## config.mk

```make
export PLATFORM = sky130hd
export DESIGN_NAME = time_text_to_centiseconds
export DESIGN_NICKNAME = d
export VERILOG_FILES = /design/src/sv/tt2cs_pkg.sv /design/src/sv/tt2cs_parser.sv /design/src/sv/time_text_to_centiseconds.sv
export SDC_FILE = /design/constraint.sdc
export NUM_CORES = 1
export LEC_CHECK = 0
export BUFFER_PORTS_ARGS = -buffer_cell sky130_fd_sc_hd__buf_2
export CORE_UTILIZATION = 55
export DETAILED_ROUTE_END_ITERATION = 10
export HOLD_SLACK_MARGIN = 0.02
export PLACE_DENSITY = 0.73
export SLEW_MARGIN = 0
export SYNTH_ARGS = -nofsm -noshare
export SYNTH_HDL_FRONTEND = slang
export SYNTH_SLANG_ARGS = --single-unit
```

## constraint.sdc

```tcl
create_clock -name clock -period 11.09 [get_ports clock]
set_clock_uncertainty 0.05 [all_clocks]
set_input_delay 1.6635 -clock clock [delete_from_list [all_inputs] [get_ports clock]]
set_output_delay 1.6635 -clock clock [all_outputs]
set_load 0.1 [all_outputs]
```

## src/sv/tt2cs_pkg.sv

```systemverilog
// ----------------------------------------------------------------------------
// tt2cs_pkg
// shared types, constants and character helpers for the time text parser
// ----------------------------------------------------------------------------
package tt2cs_pkg;

   // parse phases, one-hot
   typedef enum logic [8:0] {
      PH_MIN_SPACE = 9'b000000001,
      PH_MIN_SIGN  = 9'b000000010,
      PH_MIN_DIGIT = 9'b000000100,
      PH_SEC_SPACE = 9'b000001000,
      PH_SEC_SIGN  = 9'b000010000,
      PH_SEC_DIGIT = 9'b000100000,
      PH_FRACTION  = 9'b001000000,
      PH_DONE      = 9'b010000000,
      PH_FAIL      = 9'b100000000
   } phase_type;

   localparam int unsigned CENTI_W = 23;
   localparam int unsigned MIN_W   = 10;
   localparam int unsigned SEC_W   = 7;
   localparam int unsigned FRAC_W  = 7;

   // accumulators saturate one past the legal limit
   localparam logic [MIN_W-1:0] MIN_LIMIT = 10'd999;
   localparam logic [MIN_W-1:0] MIN_CAP   = 10'd1000;
   localparam logic [SEC_W-1:0] SEC_LIMIT = 7'd59;
   localparam logic [SEC_W-1:0] SEC_CAP   = 7'd60;
   localparam logic [1:0]       FRAC_MAX_DIGITS = 2'd2;

   localparam logic [12:0] CS_PER_MIN = 13'd6000;
   localparam logic [6:0]  CS_PER_SEC = 7'd100;

   // character codes
   localparam logic [7:0] CH_NUL   = 8'd0;
   localparam logic [7:0] CH_PLUS  = 8'd43;
   localparam logic [7:0] CH_MINUS = 8'd45;
   localparam logic [7:0] CH_DOT   = 8'd46;
   localparam logic [7:0] CH_COLON = 8'd58;
   localparam logic [7:0] CH_ZERO  = 8'd48;
   localparam logic [7:0] CH_NINE  = 8'd57;
   localparam logic [7:0] CH_SPACE = 8'd32;
   localparam logic [7:0] CH_TAB   = 8'd9;
   localparam logic [7:0] CH_CR    = 8'd13;

   typedef struct packed {
      logic                valid_res;
      logic [CENTI_W-1:0]  centiseconds;
   } result_type;

   function automatic logic is_space(input logic [7:0] c);
      return (c == CH_SPACE) || (c >= CH_TAB && c <= CH_CR);
   endfunction

   function automatic logic is_digit(input logic [7:0] c);
      return (c >= CH_ZERO) && (c <= CH_NINE);
   endfunction

   function automatic logic is_sign(input logic [7:0] c);
      return (c == CH_PLUS) || (c == CH_MINUS);
   endfunction

   function automatic logic [3:0] digit_of(input logic [7:0] c);
      logic [7:0] d;
      d = c - CH_ZERO;
      return d[3:0];
   endfunction

   function automatic logic [MIN_W-1:0] min_acc(input logic [MIN_W-1:0] acc,
                                                input logic [3:0] d);
      logic [13:0] v;
      v = 14'(acc) * 14'd10 + 14'(d);
      return (v > 14'(MIN_CAP)) ? MIN_CAP : v[MIN_W-1:0];
   endfunction

   function automatic logic [SEC_W-1:0] sec_acc(input logic [SEC_W-1:0] acc,
                                                input logic [3:0] d);
      logic [9:0] v;
      v = 10'(acc) * 10'd10 + 10'(d);
      return (v > 10'(SEC_CAP)) ? SEC_CAP : v[SEC_W-1:0];
   endfunction

endpackage

```

## src/sv/tt2cs_parser.sv

```systemverilog
// ----------------------------------------------------------------------------
// tt2cs_parser
// per-character parse state and the end-of-string result
// ----------------------------------------------------------------------------
module tt2cs_parser
   import tt2cs_pkg::*;
(
   input  logic        clock,
   input  logic        reset,
   input  logic        step,        // one character beat taken
   input  logic [7:0]  char_code,
   output result_type  result       // result for the state so far
);

   phase_type          phase_ff, phase_in;
   logic [MIN_W-1:0]   min_ff, min_in;
   logic [SEC_W-1:0]   sec_ff, sec_in;
   logic [FRAC_W-1:0]  frac_ff, frac_in;
   logic [1:0]         fcnt_ff, fcnt_in;
   logic               mneg_ff, mneg_in;
   logic               sneg_ff, sneg_in;

   logic               c_space, c_sign, c_digit;
   logic [3:0]         c_val;

   assign c_space = is_space(char_code);
   assign c_sign  = is_sign(char_code);
   assign c_digit = is_digit(char_code);
   assign c_val   = digit_of(char_code);

   always_comb begin
      phase_in = phase_ff;
      min_in   = min_ff;
      sec_in   = sec_ff;
      frac_in  = frac_ff;
      fcnt_in  = fcnt_ff;
      mneg_in  = mneg_ff;
      sneg_in  = sneg_ff;
      if (step) begin
         if (char_code == CH_NUL) begin
            // string ends: back to the start for the next one
            phase_in = PH_MIN_SPACE;
            min_in   = '0;
            sec_in   = '0;
            frac_in  = '0;
            fcnt_in  = '0;
            mneg_in  = 1'b0;
            sneg_in  = 1'b0;
         end else begin
            unique case (phase_ff)
               PH_MIN_SPACE, PH_MIN_SIGN: begin
                  if (phase_ff == PH_MIN_SPACE && c_space) begin
                     phase_in = PH_MIN_SPACE;
                  end else if (phase_ff == PH_MIN_SPACE && c_sign) begin
                     mneg_in  = (char_code == CH_MINUS);
                     phase_in = PH_MIN_SIGN;
                  end else if (c_digit) begin
                     min_in   = min_acc(min_ff, c_val);
                     phase_in = PH_MIN_DIGIT;
                  end else begin
                     phase_in = PH_FAIL;
                  end
               end
               PH_MIN_DIGIT: begin
                  if (c_digit) begin
                     min_in = min_acc(min_ff, c_val);
                  end else if (char_code == CH_COLON) begin
                     phase_in = PH_SEC_SPACE;
                  end else begin
                     phase_in = PH_FAIL;
                  end
               end
               PH_SEC_SPACE, PH_SEC_SIGN: begin
                  if (phase_ff == PH_SEC_SPACE && c_space) begin
                     phase_in = PH_SEC_SPACE;
                  end else if (phase_ff == PH_SEC_SPACE && c_sign) begin
                     sneg_in  = (char_code == CH_MINUS);
                     phase_in = PH_SEC_SIGN;
                  end else if (c_digit) begin
                     sec_in   = sec_acc(sec_ff, c_val);
                     phase_in = PH_SEC_DIGIT;
                  end else begin
                     phase_in = PH_FAIL;
                  end
               end
               PH_SEC_DIGIT: begin
                  if (c_digit) begin
                     sec_in = sec_acc(sec_ff, c_val);
                  end else if (char_code == CH_DOT) begin
                     phase_in = PH_FRACTION;
                  end else begin
                     phase_in = PH_DONE;
                  end
               end
               PH_FRACTION: begin
                  if (c_digit && fcnt_ff < FRAC_MAX_DIGITS) begin
                     // at most one earlier digit, so the value stays below 100
                     frac_in = 7'(frac_ff * 7'd10 + 7'(c_val));
                     fcnt_in = fcnt_ff + 2'd1;
                     if (fcnt_in >= FRAC_MAX_DIGITS) begin
                        phase_in = PH_DONE;
                     end
                  end else begin
                     phase_in = PH_DONE;
                  end
               end
               PH_DONE, PH_FAIL: begin
                  phase_in = phase_ff;
               end
               default: begin
                  phase_in = PH_FAIL;
               end
            endcase
         end
      end
   end

   always_ff @(posedge clock) begin
      if (reset) begin
         phase_ff <= PH_MIN_SPACE;
         min_ff   <= '0;
         sec_ff   <= '0;
         frac_ff  <= '0;
         fcnt_ff  <= '0;
         mneg_ff  <= 1'b0;
         sneg_ff  <= 1'b0;
      end else begin
         phase_ff <= phase_in;
         min_ff   <= min_in;
         sec_ff   <= sec_in;
         frac_ff  <= frac_in;
         fcnt_ff  <= fcnt_in;
         mneg_ff  <= mneg_in;
         sneg_ff  <= sneg_in;
      end
   end

   // end-of-string evaluation
   logic               ok;
   logic [FRAC_W-1:0]  frac_cs;
   logic [CENTI_W-1:0] total;

   always_comb begin
      frac_cs = (fcnt_ff == 2'd1) ? 7'(frac_ff * 7'd10) : frac_ff;
      ok = (phase_ff == PH_SEC_DIGIT) || (phase_ff == PH_FRACTION) ||
           (phase_ff == PH_DONE);
      if (mneg_ff && min_ff != '0) ok = 1'b0;
      if (sneg_ff && sec_ff != '0) ok = 1'b0;
      if (min_ff > MIN_LIMIT || sec_ff > SEC_LIMIT) ok = 1'b0;
      total = 23'(23'(min_ff) * 23'(CS_PER_MIN)) +
              23'(14'(sec_ff) * 14'(CS_PER_SEC)) +
              23'(frac_cs);
      result.valid_res    = ok;
      result.centiseconds = ok ? total : '0;
   end

endmodule

```

## src/sv/time_text_to_centiseconds.sv

```systemverilog
// ----------------------------------------------------------------------------
// time_text_to_centiseconds
// parses minutes:seconds[.hh] text, one character per beat, into centiseconds
//
// throughput: one character beat per cycle while the result register can
//   move; the parse state is updated once for each character taken
// result: the result beat is shown on rsp in the cycle after the
//   terminating zero character is taken
// reset: synchronous, clears the parse state to the start of the minutes
//   field and empties the result register
// ----------------------------------------------------------------------------
module time_text_to_centiseconds
   import tt2cs_pkg::*;
(
   input  logic        clock,
   input  logic        reset,
   // character stream
   input  logic        req_tvalid,
   output logic        req_tready,
   input  logic [7:0]  req_tdata,   // [7:0] char_code
   // result stream
   output logic        rsp_tvalid,
   input  logic        rsp_tready,
   output logic [23:0] rsp_tdata,   // [22:0] centiseconds, [23] zero
   output logic        rsp_tuser    // [0] valid_res
);

   logic        take;      // character beat accepted this cycle
   logic        finish;    // that beat is the terminating zero
   result_type  result;

   logic        out_vld_ff, out_vld_in;
   result_type  out_res_ff, out_res_in;

   // the result register frees up in the same cycle its beat is taken, so a
   // character can enter every cycle while the consumer keeps up
   assign req_tready = !out_vld_ff || rsp_tready;
   assign take       = req_tvalid && req_tready;
   assign finish     = take && (req_tdata == CH_NUL);

   tt2cs_parser u_parser (
      .clock     (clock),
      .reset     (reset),
      .step      (take),
      .char_code (req_tdata),
      .result    (result)
   );

   // result register: loaded on the terminating zero, held until taken
   always_comb begin
      out_vld_in = out_vld_ff;
      out_res_in = out_res_ff;
      if (out_vld_ff && rsp_tready) begin
         out_vld_in = 1'b0;
      end
      if (finish) begin
         out_vld_in = 1'b1;
         out_res_in = result;
      end
   end

   always_ff @(posedge clock) begin
      if (reset) begin
         out_vld_ff <= 1'b0;
      end else begin
         out_vld_ff <= out_vld_in;
      end
   end

   always_ff @(posedge clock) begin
      out_res_ff <= out_res_in;
   end

   assign rsp_tvalid = out_vld_ff;
   assign rsp_tdata  = {1'b0, out_res_ff.centiseconds};
   assign rsp_tuser  = out_res_ff.valid_res;

   // an invalid time always reports zero centiseconds
   a_invalid_zero: assert property (@(posedge clock) disable iff (reset)
      rsp_tvalid && !rsp_tuser |-> rsp_tdata == 24'd0)
      else $error("invalid result with nonzero centiseconds");

   // a legal time never exceeds 999:59.99
   a_range: assert property (@(posedge clock) disable iff (reset)
      rsp_tvalid && rsp_tuser |-> rsp_tdata <= 24'd5999999)
      else $error("centiseconds out of range");

   // terminating zero yields a result beat next cycle
   a_finish_result: assert property (@(posedge clock) disable iff (reset)
      finish |=> rsp_tvalid)
      else $error("missing result after end of string");

   // a character is only taken when the result register can move
   a_no_overrun: assert property (@(posedge clock) disable iff (reset)
      take && out_vld_ff |-> rsp_tready)
      else $error("character taken while result stalled");

endmodule

```

* Word-level counts from Yosys, hierarchy flattened
Cells that the tools add are included.
** Word-level totals
- Bits of input ports :: 12
- Output and inout bits :: 27
- Register bits :: 62
** Cells by class
- $add $sub $neg :: 7
- Reduce and logical (&&, ||, !) cells :: 40
- Multiplexer cells :: 46
- Equality and inequality tests :: 25
- Multipliers :: 5
- $lt $le $gt $ge :: 10
** Operators with widths (number)
- 2-to-1 mux 9 bit :: 12
- 2-to-1 mux 7 bit :: 9
- case mux 9 bit (6 select lines) :: 1
- 2-to-1 mux 10 bit :: 5
- == test 8 x 6 -> 1 bit (second input constant) :: 5
- adder 23 x 14 -> 23 bit :: 1
- adder 23 x 7 -> 23 bit :: 1
- case mux 10 bit (2 select lines) :: 1
- multiplier 10 x 9 -> 19 bit (second input constant) :: 1
- != test 3 bit (second input constant) :: 6
- AND reduction 4 bit :: 4
- adder 14 x 4 -> 14 bit :: 1
- greater-than comparator 14 x 10 -> 1 bit (second input constant) :: 1
- case mux 7 bit (2 select lines) :: 1
- nonzero test 2 bit :: 7
- multiplier 10 x 3 -> 13 bit (second input constant) :: 1
- 2-to-1 mux 1 bit :: 13
- logical AND 1 bit :: 12
- multiplier 7 x 5 -> 12 bit (second input constant) :: 1
- adder 10 x 4 -> 10 bit :: 1
- greater-than comparator 10 bit (second input constant) :: 1
- greater-than comparator 10 x 6 -> 1 bit (second input constant) :: 1
- nonzero test 10 bit :: 1
- == test 9 x 1 -> 1 bit (second input constant) :: 1
- 33 further kinds :: 45

* Depth between registers and ports, before layout
- Depth after elaboration :: 9
- Depth in mapped cells :: 21
- Mapped depth without buffers :: 21

* Hierarchy
Synthesis repeated with hierarchy kept, for this count alone.
** Unflattened totals
- Cell total of the unflattened synthesis :: 909
- Area, all modules :: 8061.5 um^2
** By module, submodules not included
- tt2cs_parser :: sequential area each 740.7 um^2, cells each 874, times used 1, area each 7233.2 um^2
- time_text_to_centiseconds :: sequential area each 740.7 um^2, cells each 35, times used 1, area each 828.3 um^2

* Worst setup path before layout
OpenSTA, ideal clock, no wires.
- Kind :: register to register
- From :: reg u_parser.min_ff[6]
- To :: reg out_res_ff (netlist bit rsp_tdata[22]), data pin
- Arrival time :: 4.825 ns
- Required time :: 10.771 ns
- Period minus slack after synthesis :: 5.145 ns
- Path slack :: 5.945 ns
- Setup time :: 0.269 ns
- Cell stages (with the launch flop) :: 18
- Cell sequence :: dfxtp_1 -> fa_1 -> inv_1 -> fa_1 -> inv_1 -> fa_1 -> inv_1 -> fa_1 -> inv_1 -> ha_1 -> a2111oi_2 -> o21a_1 -> nor2_1 -> a2111o_1 -> a211oi_1 -> and3_1 -> and4_1 -> nor3_1
** On the way
- Cells in the longest elaborated chain, start to end :: 5
** RTL lines
- start: declaration :: RTL line tt2cs_parser.sv:16 : logic [MIN_W-1:0] min_ff, min_in;
- start signal: assignment :: RTL line tt2cs_parser.sv:129 : min_ff <= min_in;
- parallel branches: the longest is 5 deep, another holds adder 23 x 14 -> 23 bit
- end signal: assignment :: RTL line time_text_to_centiseconds.sv:71 : out_res_ff <= out_res_in;
- end: declaration :: RTL line time_text_to_centiseconds.sv:33 : result_type out_res_ff, out_res_in;
Parallel ways; which one is timed is not known.
A chain may end at the register's enable or synchronous reset.

* Worst setup path in the final report
Same ends and word-level chain as after synthesis.

==> flow_metrics.tcl <==
set metrics [dict create \
    status "complete, no violations" \
    area_growth_pct 8.36 \
    drt-wirelength-per-cell_microns 15.2 \
    fp.dieW_microns 122 \
    layout_setup_ws_ns 5.57 \
    hold_class "reg2reg" \
    cts-hold-fix-buffers 0 \
    ys_async_sr_fraction 0 \
    grt_pass1_wl_mm 28.3 \
    r2r_start "u_parser.min_ff[6]" \
    final-instance-count-excl-fill 1113 \
    ctsLongestPathBuffers 2 \
    nets 1132 \
    cp.arrival_ns 5.52 \
    synth_nets 1098 \
    maxSlewHeadroom 0.140 \
    die_area_sq_um 14900 \
    r2r_cells 17 \
    start_util 0.568 \
    yosys_most_used_dff "dfxtp_1" \
    cts_tree "yes" \
    clkTransAtPathRegs_ns 0.06 \
    cp_max_fo 9 \
    via_per_inst 5.71 \
    dp_hpwl_mm 13.2 \
    cts_buffers 9 \
    drtIter0Drc 332 \
    hold_slack_ns 0.432 \
    netlist_area_sq_um 7950 \
    drive_gt1_frac 0.0772 \
    worstHoldEndpoint "u_parser.frac_ff[6]" \
    grt_overflow 0 \
    num_io_pins 39 \
    max-cap-violations 0 \
    antenna_found_initial 0 \
    drv_slew 0 \
    htree_num_levels 3 \
    cts_root_buffer "clkbuf_16" \
    r2r-end "rsp_tdata[22]" \
    pwr_density_cell_nw_per_um2 68.8 \
    worstSetupEndpointType "flop" \
    regToRegSetupSlack_ns 5.57 \
    syn_avg_cell_area_sq_um 8.89 \
    wirelength_mm 16.9 \
    postCtsSetupBuffers 0 \
    ant_nets 0 \
    finalHoldViolCount 0 \
    num_rows 43 \
    tns_ns 0 \
    fin_crit_ns 5.52 \
    grt_pass1_vias 5974 \
    yosysWarnings 0 \
    worstSkewPairLatency_ns 0.34 \
    grt_max_degree 39 \
    post_cts_resized 0 \
    cp.required_ns 11.09 \
    synthDistinctLibCells 72 \
    tightest_slew_ns 1.28 \
    hold_depth 2 \
    finalPower_w 0.000592 \
    cp-start-kind "flop" \
    max_freq_ghz 0.181 \
    rsz0062_at_grt "false" \
    period_share 0.498 \
    drt_first_pass_iters 5 \
    vias 6354 \
    post-place-cells 1097 \
    globalplace.congestion 0.858 \
    cts.sinks 62 \
    drc 0 \
    synth-edff-count 24 \
    coreArea_sq_um 14000 \
    peakVddDrop_v 0.0000750 \
    synth_cells 894 \
    num_antenna_cells 0 \
    min_from "u_parser.frac_ff[6]" \
    die_h_microns 122 \
    ys_ff_latch 62 \
    place_ws_ns 5.57 \
    synth_sequential_area_ratio 0.186 \
    io_buffers 37 \
    criticalPathCategory "reg2reg" \
    critPathLaunch "u_parser.min_ff[6]" \
    grtUsageTotal 0.238 \
    finalSetupViolations 0 \
    leakage_nw 4.04 \
]
==> worst max path at each step <==
stage                    end  slack, ns  cells after the start
2_1_floorplan  rsp_tdata[22]       5.95                     17
3_3_place_gp   rsp_tdata[22]       5.70                     17
3_5_place_dp   rsp_tdata[22]       5.57                     17
4_1_cts        rsp_tdata[22]       5.57                     17
5_1_grt        rsp_tdata[22]       5.14                     17
6_report       rsp_tdata[22]       5.57                     17
==> state kept, by name, indices dropped and copies added (netlist names) <==
signal             cells
u_parser.sec_ff        7
u_parser.min_ff       10
u_parser.frac_ff       7
u_parser.fcnt_ff       2
rsp_tdata             23
u_parser.phase_ff      9
rsp_tuser              1
rsp_tvalid             1
u_parser.sneg_ff       1
u_parser.mneg_ff       1
==> worst max-delay path, cell delays in order, from the launching register on <==
cell and delay (ns):
dfxtp_1 0.43, fa_1 0.58, inv_1 0.06, fa_1 0.51
inv_1 0.05, fa_1 0.47, inv_1 0.05, fa_1 0.52
inv_1 0.04, ha_1 0.37, a2111oi_2 0.46, o21a_1 0.19
nor2_1 0.08, a2111o_1 0.43, a211oi_1 0.45, and3_1 0.23
and4_1 0.19, nor3_1 0.05
==> synth_stat cells (all sizes together), types with 4 or more instances <==
master	count	area share
a31oi	11	0.0087
inv	127	0.060
a211oi	8	0.0088
xnor2	43	0.048
nor2b	16	0.013
o22ai	5	0.0039
ha	141	0.22
dfxtp	38	0.096
and3	5	0.0039
edfxtp	24	0.091
nand2	34	0.016
nor3	21	0.013
a21oi	61	0.038
nor4b	4	0.0044
a311oi	15	0.017
a22oi	5	0.0047
buf	5	0.0041
nand4	7	0.0055
nor4	10	0.0098
nor3b	7	0.0066
nand3	21	0.014
o21a	8	0.0076
nand2b	12	0.0098
a21o	16	0.015
clkbuf	12	0.0057
and2	8	0.0063
o21bai	6	0.0057
nand4b	4	0.0044
o21ai	26	0.016
xor2	14	0.015
mux2	4	0.0057
or3	5	0.0039
nor2	70	0.033
mux2i	11	0.014
fa	51	0.13
==> placed cells by master (no fill, tap or decap), types with 5 or more instances in the layout <==
cell,count
nor3_1,21
fa_1,51
a31oi_1,11
inv_1,127
buf_2,37
nand2_1,34
clkbuf_16,11
edfxtp_1,24
o22ai_1,5
and2_1,8
nor4_1,9
nand4_1,7
nor3b_1,7
xor2_1,14
a22oi_1,5
o21bai_1,6
a21o_1,16
nor2b_1,16
nand3_1,20
xnor2_1,42
ha_1,141
nand2b_1,11
and3_1,5
o21ai_0,25
mux2i_1,11
a311oi_1,15
o21a_1,8
or3_1,5
a21oi_1,61
a211oi_1,6
nor2_1,70
dfxtp_1,38
==> logic make-up after synthesis <==
logic type / after synthesis / share of synthesized area
mux: 15 / 0.0195
fa+ha+maj: 192 / 0.350
simple gates: 236 / 0.155
other cells: 1 / 0.000472
xor+xnor: 57 / 0.0637
compound gates: 186 / 0.155
buf+inv: 145 / 0.0702
flops: 62 / 0.186
==> through the flow <==
stage	instance area (sq um)	utilization
after detailed placement	8310	0.594
after floorplan	7950	-
after CTS	8610	0.616
after global routing	8610	0.616
after global placement	8310	0.594
final	8610	0.616
==> per-layer routing <==
| metal | part of all wire | track usage | wire (microns) | up-vias |
|---|---|---|---|---|
| li1 | - | - | - | 3214 |
| met4 | 0.014 | 0.0610 | 242 | 0 |
| met5 | 0 | 0 | 0 | - |
| met2 | 0.46 | 0.387 | 7830 | 129 |
| met3 | 0.038 | 0.0339 | 637 | 20 |
| met1 | 0.48 | 0.330 | 8180 | 2991 |
==> area by class of cell <==
class	instances	area, sq um
tap	180	225
clock inverter	1	8.76
multi-input combinational	687	5910
sequential	62	1480
inverter	128	480
fill	1227	5370
clock buffer	15	300
timing repair buffer	40	208
==> report_power, final <==
part / total [W] / switching, W / internal (W)
sequential: 0.000238 / 0.00000239 / 0.000236
combinational: 0.0000567 / 0.0000358 / 0.0000209
clock: 0.000297 / 0.000111 / 0.000186
(Power assumes the default switching activity.)
